[src/rtl/gzhp_pkg.sv]
// ============================================================================
// gzhp_pkg
// Shared types and constants for the gzip member header parser.
// ============================================================================
package gzhp_pkg;

   // Header walk phases, one-hot encoded.
   typedef enum logic [11:0] {
      PH_MAGIC1  = 12'b0000_0000_0001,
      PH_MAGIC2  = 12'b0000_0000_0010,
      PH_METHOD  = 12'b0000_0000_0100,
      PH_FLAGS   = 12'b0000_0000_1000,
      PH_FIXED   = 12'b0000_0001_0000,
      PH_XLEN_LO = 12'b0000_0010_0000,
      PH_XLEN_HI = 12'b0000_0100_0000,
      PH_XSKIP   = 12'b0000_1000_0000,
      PH_NAME    = 12'b0001_0000_0000,
      PH_COMMENT = 12'b0010_0000_0000,
      PH_HCRC    = 12'b0100_0000_0000,
      PH_PAYLOAD = 12'b1000_0000_0000
   } phase_type;

   typedef enum logic [1:0] {
      STATUS_OK          = 2'd0,
      STATUS_INVALID     = 2'd1,
      STATUS_UNSUPPORTED = 2'd2
   } status_type;

   typedef enum logic [1:0] {
      CLASS_HEADER  = 2'd0,
      CLASS_PAYLOAD = 2'd1,
      CLASS_TRAILER = 2'd2,
      CLASS_DISCARD = 2'd3
   } class_type;

   // Where the search for the next optional field starts.
   typedef enum logic [1:0] {
      FROM_XLEN    = 2'd0,
      FROM_NAME    = 2'd1,
      FROM_COMMENT = 2'd2,
      FROM_HCRC    = 2'd3
   } from_type;

   typedef struct packed {
      phase_type  parse_phase;
      logic [31:0] byte_position;
      logic [4:0]  header_flags;
      logic [15:0] skip_left;
      logic [7:0]  length_low_byte;
      status_type  error_status;
   } state_type;

   typedef struct packed {
      class_type  byte_class;
      status_type status;
      logic       message_done;
   } result_type;

   localparam logic [7:0]  MAGIC_FIRST   = 8'h1f;
   localparam logic [7:0]  MAGIC_SECOND  = 8'h8b;
   localparam logic [7:0]  METHOD_DEFLATE = 8'h08;
   localparam logic [7:0]  FLAG_RESERVED = 8'he0;
   localparam int unsigned FLAG_FHCRC    = 1;
   localparam int unsigned FLAG_FEXTRA   = 2;
   localparam int unsigned FLAG_FNAME    = 3;
   localparam int unsigned FLAG_FCOMMENT = 4;
   localparam logic [31:0] MIN_LENGTH    = 32'd18;
   localparam logic [31:0] TRAILER_BYTES = 32'd8;
   localparam logic [15:0] FIXED_BYTES   = 16'd6;
   localparam logic [15:0] HCRC_BYTES    = 16'd2;

   localparam state_type RESET_STATE = '{
      parse_phase:     PH_MAGIC1,
      byte_position:   32'd0,
      header_flags:    5'd0,
      skip_left:       16'd0,
      length_low_byte: 8'd0,
      error_status:    STATUS_OK
   };

endpackage

[src/rtl/gzhp_step.sv]
// ============================================================================
// gzhp_step
// Next-state and result logic for one byte of the header walk.
// ============================================================================
module gzhp_step (
   input  gzhp_pkg::state_type  cur_state,
   input  logic [7:0]           data_byte,
   input  logic [31:0]          message_length,
   output gzhp_pkg::state_type  next_state,
   output gzhp_pkg::result_type result
);

   // First optional field at or after the given point that the flags ask for.
   function automatic gzhp_pkg::phase_type enter_field(
      input gzhp_pkg::from_type from,
      input logic [4:0]         flags
   );
      gzhp_pkg::phase_type ph;
      ph = gzhp_pkg::PH_PAYLOAD;
      if (from == gzhp_pkg::FROM_XLEN && flags[gzhp_pkg::FLAG_FEXTRA]) begin
         ph = gzhp_pkg::PH_XLEN_LO;
      end else if ((from == gzhp_pkg::FROM_XLEN || from == gzhp_pkg::FROM_NAME)
                   && flags[gzhp_pkg::FLAG_FNAME]) begin
         ph = gzhp_pkg::PH_NAME;
      end else if (from != gzhp_pkg::FROM_HCRC && flags[gzhp_pkg::FLAG_FCOMMENT]) begin
         ph = gzhp_pkg::PH_COMMENT;
      end else if (flags[gzhp_pkg::FLAG_FHCRC]) begin
         ph = gzhp_pkg::PH_HCRC;
      end
      return ph;
   endfunction

   gzhp_pkg::state_type st;
   logic [31:0] footer;
   logic        at_footer;
   logic [15:0] skip_dec;
   logic [15:0] extra_len;
   logic [32:0] extra_end;
   logic        done;
   logic [32:0] pos_plus_one;

   assign footer       = message_length - gzhp_pkg::TRAILER_BYTES;
   assign at_footer    = cur_state.byte_position >= footer;
   assign skip_dec     = cur_state.skip_left - 16'd1;
   assign extra_len    = {data_byte, cur_state.length_low_byte};
   assign pos_plus_one = {1'b0, cur_state.byte_position} + 33'd1;
   // The extra field overruns the header room when pos + 1 + xlen > footer.
   assign extra_end    = pos_plus_one + {17'd0, extra_len};
   assign done         = pos_plus_one >= {1'b0, message_length};

   always_comb begin
      st = cur_state;
      result.byte_class = gzhp_pkg::CLASS_HEADER;

      if (st.error_status == gzhp_pkg::STATUS_OK && message_length < gzhp_pkg::MIN_LENGTH) begin
         st.error_status = gzhp_pkg::STATUS_INVALID;
      end

      if (st.error_status == gzhp_pkg::STATUS_OK) begin
         if (cur_state.parse_phase == gzhp_pkg::PH_PAYLOAD) begin
            result.byte_class = at_footer ? gzhp_pkg::CLASS_TRAILER : gzhp_pkg::CLASS_PAYLOAD;
         end else if (at_footer) begin
            st.error_status = gzhp_pkg::STATUS_INVALID;
         end else begin
            unique case (cur_state.parse_phase)
               gzhp_pkg::PH_MAGIC1: begin
                  if (data_byte != gzhp_pkg::MAGIC_FIRST) st.error_status = gzhp_pkg::STATUS_INVALID;
                  else st.parse_phase = gzhp_pkg::PH_MAGIC2;
               end
               gzhp_pkg::PH_MAGIC2: begin
                  if (data_byte != gzhp_pkg::MAGIC_SECOND) st.error_status = gzhp_pkg::STATUS_INVALID;
                  else st.parse_phase = gzhp_pkg::PH_METHOD;
               end
               gzhp_pkg::PH_METHOD: begin
                  if (data_byte != gzhp_pkg::METHOD_DEFLATE) begin
                     st.error_status = gzhp_pkg::STATUS_INVALID;
                  end else begin
                     st.parse_phase = gzhp_pkg::PH_FLAGS;
                  end
               end
               gzhp_pkg::PH_FLAGS: begin
                  if ((data_byte & gzhp_pkg::FLAG_RESERVED) != 8'd0) begin
                     st.error_status = gzhp_pkg::STATUS_UNSUPPORTED;
                  end else begin
                     st.header_flags = data_byte[4:0];
                     st.skip_left    = gzhp_pkg::FIXED_BYTES;
                     st.parse_phase  = gzhp_pkg::PH_FIXED;
                  end
               end
               gzhp_pkg::PH_FIXED: begin
                  st.skip_left = skip_dec;
                  if (skip_dec == 16'd0) begin
                     st.parse_phase = enter_field(gzhp_pkg::FROM_XLEN, cur_state.header_flags);
                  end
               end
               gzhp_pkg::PH_XLEN_LO: begin
                  st.length_low_byte = data_byte;
                  st.parse_phase     = gzhp_pkg::PH_XLEN_HI;
               end
               gzhp_pkg::PH_XLEN_HI: begin
                  if (extra_end > {1'b0, footer}) begin
                     st.error_status = gzhp_pkg::STATUS_INVALID;
                  end else if (extra_len == 16'd0) begin
                     st.parse_phase = enter_field(gzhp_pkg::FROM_NAME, cur_state.header_flags);
                  end else begin
                     st.skip_left   = extra_len;
                     st.parse_phase = gzhp_pkg::PH_XSKIP;
                  end
               end
               gzhp_pkg::PH_XSKIP: begin
                  st.skip_left = skip_dec;
                  if (skip_dec == 16'd0) begin
                     st.parse_phase = enter_field(gzhp_pkg::FROM_NAME, cur_state.header_flags);
                  end
               end
               gzhp_pkg::PH_NAME: begin
                  if (data_byte == 8'd0) begin
                     st.parse_phase = enter_field(gzhp_pkg::FROM_COMMENT,
                                                  cur_state.header_flags);
                  end
               end
               gzhp_pkg::PH_COMMENT: begin
                  if (data_byte == 8'd0) begin
                     st.parse_phase = enter_field(gzhp_pkg::FROM_HCRC, cur_state.header_flags);
                  end
               end
               gzhp_pkg::PH_HCRC: begin
                  st.skip_left = skip_dec;
                  if (skip_dec == 16'd0) st.parse_phase = gzhp_pkg::PH_PAYLOAD;
               end
               default: begin
                  st.error_status = gzhp_pkg::STATUS_INVALID;
               end
            endcase

            // Entering the header CRC always loads its two-byte count.
            if (st.error_status == gzhp_pkg::STATUS_OK &&
                cur_state.parse_phase != gzhp_pkg::PH_HCRC &&
                st.parse_phase == gzhp_pkg::PH_HCRC) begin
               st.skip_left = gzhp_pkg::HCRC_BYTES;
            end
         end
      end

      if (st.error_status != gzhp_pkg::STATUS_OK) begin
         result.byte_class = gzhp_pkg::CLASS_DISCARD;
      end
      result.status       = st.error_status;
      result.message_done = done;

      if (done) begin
         next_state = gzhp_pkg::RESET_STATE;
      end else begin
         next_state               = st;
         next_state.byte_position = pos_plus_one[31:0];
      end
   end

endmodule

[src/rtl/gzip_header_parser_unit.sv]
// ============================================================================
// gzip_header_parser_unit
// Byte-serial gzip member header parser with registered request and result.
// ============================================================================
//
// Usage: one byte of a gzip message enters per request on req_data_byte,
// with the total message length repeated on req_message_length for every
// byte. Each request yields exactly one response: rsp_byte_class tells
// whether the byte is header, deflate payload, trailer or discarded after an
// error, rsp_status carries the sticky error code, and rsp_message_done marks
// the last byte of a message, after which the parser starts over.
//
// A request is taken at a clock edge where req_valid is high and req_stall
// is low. It waits in the request register, is parsed, and its response is
// loaded into the response register at the edge where it advances, after
// which rsp_valid is high. One request is accepted and one response
// delivered per cycle while rsp_stall stays low; the parse step between the
// two registers is the only state update.
//
// When the receiver raises rsp_stall, the held response stays stable and
// the byte in the request register waits; req_stall rises only once the
// request register is full and cannot move on. Synchronous reset empties
// both registers and returns the parser to the first magic byte phase.
//
module gzip_header_parser_unit (
   input  logic        clock,
   input  logic        reset,
   input  logic        req_valid,
   output logic        req_stall,
   input  logic [7:0]  req_data_byte,
   input  logic [31:0] req_message_length,
   output logic        rsp_valid,
   input  logic        rsp_stall,
   output logic [1:0]  rsp_byte_class,
   output logic [1:0]  rsp_status,
   output logic        rsp_message_done
);

   // Request register.
   logic        req_vld_ff, req_vld_in;
   logic [7:0]  byte_ff;
   logic [31:0] length_ff;

   // Parser state.
   gzhp_pkg::state_type state_ff, state_in, step_state;

   // Response register.
   logic                 rsp_vld_ff, rsp_vld_in;
   gzhp_pkg::result_type result_ff, step_result;

   logic accept;
   logic advance;

   // The held byte moves into the response register whenever that register
   // is empty or is being drained in this same cycle.
   assign advance   = req_vld_ff && (!rsp_vld_ff || !rsp_stall);
   assign req_stall = req_vld_ff && !advance;
   assign accept    = req_valid && !req_stall;

   gzhp_step u_step (
      .cur_state      (state_ff),
      .data_byte      (byte_ff),
      .message_length (length_ff),
      .next_state     (step_state),
      .result         (step_result)
   );

   always_comb begin
      if (accept) req_vld_in = 1'b1;
      else if (advance) req_vld_in = 1'b0;
      else req_vld_in = req_vld_ff;

      state_in = advance ? step_state : state_ff;

      if (advance) rsp_vld_in = 1'b1;
      else if (rsp_vld_ff && !rsp_stall) rsp_vld_in = 1'b0;
      else rsp_vld_in = rsp_vld_ff;
   end

   always_ff @(posedge clock) begin
      if (reset) begin
         req_vld_ff <= 1'b0;
         rsp_vld_ff <= 1'b0;
         state_ff   <= gzhp_pkg::RESET_STATE;
      end else begin
         req_vld_ff <= req_vld_in;
         rsp_vld_ff <= rsp_vld_in;
         state_ff   <= state_in;
      end
   end

   // Payload registers carry no reset.
   always_ff @(posedge clock) begin
      if (accept) begin
         byte_ff   <= req_data_byte;
         length_ff <= req_message_length;
      end
      if (advance) begin
         result_ff <= step_result;
      end
   end

   assign rsp_valid        = rsp_vld_ff;
   assign rsp_byte_class   = result_ff.byte_class;
   assign rsp_status       = result_ff.status;
   assign rsp_message_done = result_ff.message_done;

endmodule
[config.mk]
export PLATFORM = sky130hd
export DESIGN_NAME = gzip_header_parser_unit
export DESIGN_NICKNAME = d
export VERILOG_FILES = /design/src/rtl/gzhp_pkg.sv /design/src/rtl/gzhp_step.sv /design/src/rtl/gzip_header_parser_unit.sv
export SDC_FILE = /design/constraint.sdc
export NUM_CORES = 1
export LEC_CHECK = 0
export ABC_CLOCK_PERIOD_IN_PS = 12000
export BUFFER_PORTS_ARGS = -buffer_cell sky130_fd_sc_hd__buf_2
export CORE_MARGIN = 3
export CORE_UTILIZATION = 43
export CTS_CLUSTER_SIZE = 14
export DETAILED_ROUTE_END_ITERATION = 10
export GPL_TIMING_DRIVEN = 0
export PLACE_DENSITY = 0.6
export SLEW_MARGIN = 30
export SYNTH_ARGS = -nofsm -noshare
export SYNTH_HDL_FRONTEND = slang
export SYNTH_SLANG_ARGS = --single-unit
export TNS_END_PERCENT = 20
[constraint.sdc]
create_clock -name clock -period 12 [get_ports clock]
set_clock_uncertainty 0.15 [all_clocks]
set_input_delay 0.6 -clock clock [delete_from_list [all_inputs] [get_ports clock]]
set_output_delay 0.6 -clock clock [all_outputs]
set_load 0.1 [all_outputs]
==> results.yml <==
outcome:
  run_status: "completed"
power_and_ir_drop:
  power.leakage_nw: 4.94
  combinationalPowerShare: 0.095
  pwr_density_cell_nw_per_um2: 89.3
  vdd.ir_drop.worst_uv: 72.5
  p_seq_frac: 0.427
  power_report.internal_total_mw: 0.750
  switching_part_of_the_total_power: 0.287
  power.switching_mw: 0.302
  total_power_mw: 1.05
  clock_power_share: 0.478
sta:
  final_setup_vio_count: 0
  totalNegativeSetupSlack_ns: 0
  report.final.hold_viol_count: 0
  relSlewSlack: 0.338
  max_slew.worst_pin.slew_ns: 0.984
  finalWorstPathRequiredPeriod_ns: 7.84
  period_share: 0.654
  rsz0062_at_grt: "no"
  drv_slew: 0
  fmax_ghz: 0.127
  timing.hold.ws_ns: 0.185
synthesis:
  synth_largest_area_cell: "sky130_fd_sc_hd__dfxtp_1"
  synthArstFlopShare: 0
  synth_largest_type_area_fraction: 0.144
  ys_warn_count: 0
  syn_nets: 1453
  number_of_flops_mapped_to_enable_cells_by_yosys: 45
  synthTopCellsByArea: "sky130_fd_sc_hd__dfxtp_1, sky130_fd_sc_hd__ha_1, sky130_fd_sc_hd__edfxtp_1"
  synth_cells: 1289
  postSynth.topFlopCell: "sky130_fd_sc_hd__dfxtp_1"
  synthesis.area_per_instance_um2: 8.18
  synth.yosys.seq_area_share: 0.273
  synthesis.area_um2: 10500
  synth.lib_cells_used.distinct: 83
  yosys_register_bits: 121
worst_setup_path:
  cp_required_ns: 12.17
  crit_fanout: 9
  r2r_setup_slack_ns: 4.16
  endpoint_kind: "register"
  worst_setup_path_start_kind: "register"
  worstSetupPathType: "register to register"
  worstReg2RegStart: "state_ff[31]$_SDFFE_PP0P_"
  crit_arrival_ns: 8.01
  timing.critical_path.to: "state_ff[68]$_SDFFE_PP0P_"
  rr_worst_depth: 26
  rr_endpoint: "state_ff[68]$_SDFFE_PP0P_"
  startpoint: "state_ff[31]$_SDFFE_PP0P_"
floorplan:
  ios: 51
  start_util: 0.444
  die-width_um: 163
  die_area_um2: 26400
  design.core.area_um2: 23800
  placement_rows: 56
  dieHeight_um: 163
routing:
  wire_per_inst_um: 19.9
  dr.pass1.iters: 5
  via_count: 10100
  antenna_left: 0
  remaining_drc_errors: 0
  detailedRoute.firstIterationViolations: 987
  drt-vias-per-instance: 6.00
  drt_wl_total_mm: 33.6
cts:
  post-cts-setup-buffer-count: 0
  clk_root_buf: "sky130_fd_sc_hd__clkbuf_16"
  cts.htree.levels: 4
  cts.sink_count: 121
  cts_hold_buffers: 0
  cts_inserted_buffers: 17
  clock_tree_from_tritoncts: "done"
  insertion_delay_ns: 0.44
  post_cts_resize_count: 0
  max-clock-path-buffers: 2
  clk_slew_on_worst_s_h_paths_ns: 0.07
final_layout:
  fraction_of_final_layout_cells_with_drive_strength_greater_than_1: 0.0897
  final_nets: 1523
  antenna_cells: 0
  syn2layout_area_growth_pct: 11.9
global_route:
  grt_pass1_wl_mm: 52.5
  grt_util_met3: 0.0379
  grt_overflow: 0
  grt_util_all_layers: 0.253
  antenna_violations_before_repair: 0
  globalRouteMet2Util: 0.384
  vias_in_the_first_global_route: 9415
  grt_peak_use_layer: "met2"
  global_route.usage.met1: 0.368
  grt_max_degree: 22
place:
  gpl.final_weighted_congestion: 0.965
  buffer_ports.inserted: 49
  hpwl_mm: 26.2
job:
  cap_viol_max_count: 0
worst_hold_path:
  hold_crit_path_type: "input port to register"
kinds of logic (layout without fill, tap and decap cells):
family,after synthesis,count (layout),share of synthesized area
AOI/OAI and AO/OA,308,308,0.201
xor gates and xnor gates,95,95,0.0790
adders and majority gates,120,120,0.143
buffers and inverters,118,201,0.0439
DFF,121,121,0.273
muxes,10,10,0.00950
and+or+nand+nor,517,517,0.251
through the flow:
stage	instance area, µm²	worst slack [ns]	instances	utilization
detailed placement	11200	4.25	1659	0.473
global route	11800	3.63	1691	0.496
CTS	11800	4.20	1691	0.496
floorplan	10500	5.59	1289	-
global placement	11200	3.62	1657	0.471
finish	11800	4.16	1691	0.496
cell usage in the layout (no fill, tap or decap), types with 8 or more instances in the layout:
cell | synthesis | routed
sky130_fd_sc_hd__o211ai_1 | 15 | 15
sky130_fd_sc_hd__xor2_1 | 21 | 21
sky130_fd_sc_hd__clkbuf_1 | 43 | 43
sky130_fd_sc_hd__nor4_1 | 27 | 26
sky130_fd_sc_hd__nor2_1 | 127 | 127
sky130_fd_sc_hd__o21ai_0 | 54 | 54
sky130_fd_sc_hd__nand2_1 | 102 | 102
sky130_fd_sc_hd__edfxtp_1 | 45 | 45
sky130_fd_sc_hd__inv_1 | 65 | 65
sky130_fd_sc_hd__a22oi_1 | 12 | 12
sky130_fd_sc_hd__nand2b_1 | 16 | 16
sky130_fd_sc_hd__and4_1 | 8 | 8
sky130_fd_sc_hd__a21o_1 | 35 | 35
sky130_fd_sc_hd__and2_1 | 15 | 15
sky130_fd_sc_hd__a21oi_1 | 83 | 83
sky130_fd_sc_hd__xnor2_1 | 74 | 74
sky130_fd_sc_hd__mux2i_1 | 10 | 10
sky130_fd_sc_hd__a31oi_1 | 12 | 12
sky130_fd_sc_hd__a2bb2oi_1 | 8 | 8
sky130_fd_sc_hd__o21a_1 | 9 | 9
sky130_fd_sc_hd__nor3_1 | 57 | 57
sky130_fd_sc_hd__nor2b_1 | 14 | 13
sky130_fd_sc_hd__nand4_1 | 32 | 32
sky130_fd_sc_hd__and3_1 | 16 | 16
sky130_fd_sc_hd__dfxtp_1 | 76 | 76
sky130_fd_sc_hd__buf_2 | 4 | 53
sky130_fd_sc_hd__clkbuf_16 | 0 | 18
sky130_fd_sc_hd__ha_1 | 119 | 119
sky130_fd_sc_hd__nand3_1 | 53 | 53
sky130_fd_sc_hd__or3_1 | 8 | 8
metal layers:
| metal | part of all wire | up-vias | wire length, µm |
|---|---|---|---|
| met3 | 0.062 | 59 | 2090 |
| met5 | 0 | - | 0 |
| li1 | - | 4911 | - |
| met4 | 0.026 | 0 | 885 |
| met2 | 0.43 | 360 | 14600 |
| met1 | 0.48 | 4809 | 16100 |
sequential cells by signal, summed over array words and instances (netlist names):
signal            cells
rsp_message_done      1
state_ff             74
length_ff            32
rsp_status            2
rsp_valid             1
req_vld_ff            1
byte_ff               8
rsp_byte_class        2
final cells by class:
class	count	area, µm²
multi-input combinational	1050	7220
sequential	121	2870
timing repair buffer	51	280
buffer	52	215
tap	319	399
clock inverter	14	104
fill	2310	12000
inverter	66	248
clock buffer	18	450
power groups by stage:
| stage | combinational (mW) | clock (mW) | sequential [mW] |
|---|---|---|---|
| global route | 0.111 | 0.524 | 0.451 |
| finish | 0.0998 | 0.503 | 0.450 |
| floorplan | 0.0597 | 0 | 0.458 |
| detailed placement | 0.0980 | 0 | 0.458 |
| global placement | 0.0956 | 0 | 0.459 |
| CTS | 0.0989 | 0.509 | 0.449 |
synth_stat cells (all sizes together), types with 7 or more instances:
library cell and count:
o211ai 15, nor2 127, nor4 28, a31oi 12, a2bb2oi 8, xor2 21
nand2 102, buf 9, clkbuf 43, o21a 9, nor2b 14, a211oi 7
a21o 35, nand3 55, dfxtp 76, o21ai 55, a21oi 85, inv 65
o41ai 13, a22oi 13, nand4 32, xnor2 74, ha 119, and2 15
or4 7, edfxtp 45, or3 9, nor3 58, and3 16, mux2i 10
and4 8, nand2b 16
how the worst min path moves through the flow:
| stage | start | end | slack, ns | cells past startpoint |
|---|---|---|---|---|
| final | req_message_length[10] | length_ff[10]$_DFFE_PP_ | 0.18 | 1 |
| after CTS | req_data_byte[2] | byte_ff[2]$_DFFE_PP_ | 0.17 | 1 |
| after global placement | req_vld_ff$_SDFFE_PP0P_ | rsp_valid$_SDFFE_PP0P_ | 0.32 | 2 |
| after detailed placement | req_vld_ff$_SDFFE_PP0P_ | rsp_valid$_SDFFE_PP0P_ | 0.34 | 2 |
| after global routing | req_data_byte[2] | byte_ff[2]$_DFFE_PP_ | 0.18 | 1 |
| after floorplan | req_vld_ff$_SDFFE_PP0P_ | rsp_valid$_SDFFE_PP0P_ | 0.30 | 2 |
critical path, cell delays in order, from the launching register on:
cell,delay [ns]
sky130_fd_sc_hd__dfxtp_1,0.44
sky130_fd_sc_hd__ha_1,0.33
sky130_fd_sc_hd__nand3_1,0.20
sky130_fd_sc_hd__nor3_1,0.59
sky130_fd_sc_hd__xnor2_1,0.24
sky130_fd_sc_hd__ha_1,0.42
sky130_fd_sc_hd__nand4_1,0.10
sky130_fd_sc_hd__nor2_1,0.11
sky130_fd_sc_hd__o21ai_0,0.16
sky130_fd_sc_hd__a21boi_0,0.37
sky130_fd_sc_hd__a221oi_2,0.16
sky130_fd_sc_hd__buf_4,0.20
sky130_fd_sc_hd__nor4b_4,0.52
sky130_fd_sc_hd__nand2_1,0.14
sky130_fd_sc_hd__xnor2_1,0.15
sky130_fd_sc_hd__ha_1,0.32
sky130_fd_sc_hd__a21oi_1,0.14
sky130_fd_sc_hd__o21ai_0,0.17
sky130_fd_sc_hd__a2111oi_0,0.34
sky130_fd_sc_hd__o21ai_0,0.19
sky130_fd_sc_hd__o211ai_1,0.45
sky130_fd_sc_hd__a21oi_1,0.18
sky130_fd_sc_hd__a311oi_2,0.60
sky130_fd_sc_hd__or3b_2,0.51
sky130_fd_sc_hd__a21oi_1,0.16
sky130_fd_sc_hd__nor2_1,0.11
sky130_fd_sc_hd__a22o_1,0.26
(Power assumes the default switching activity.)
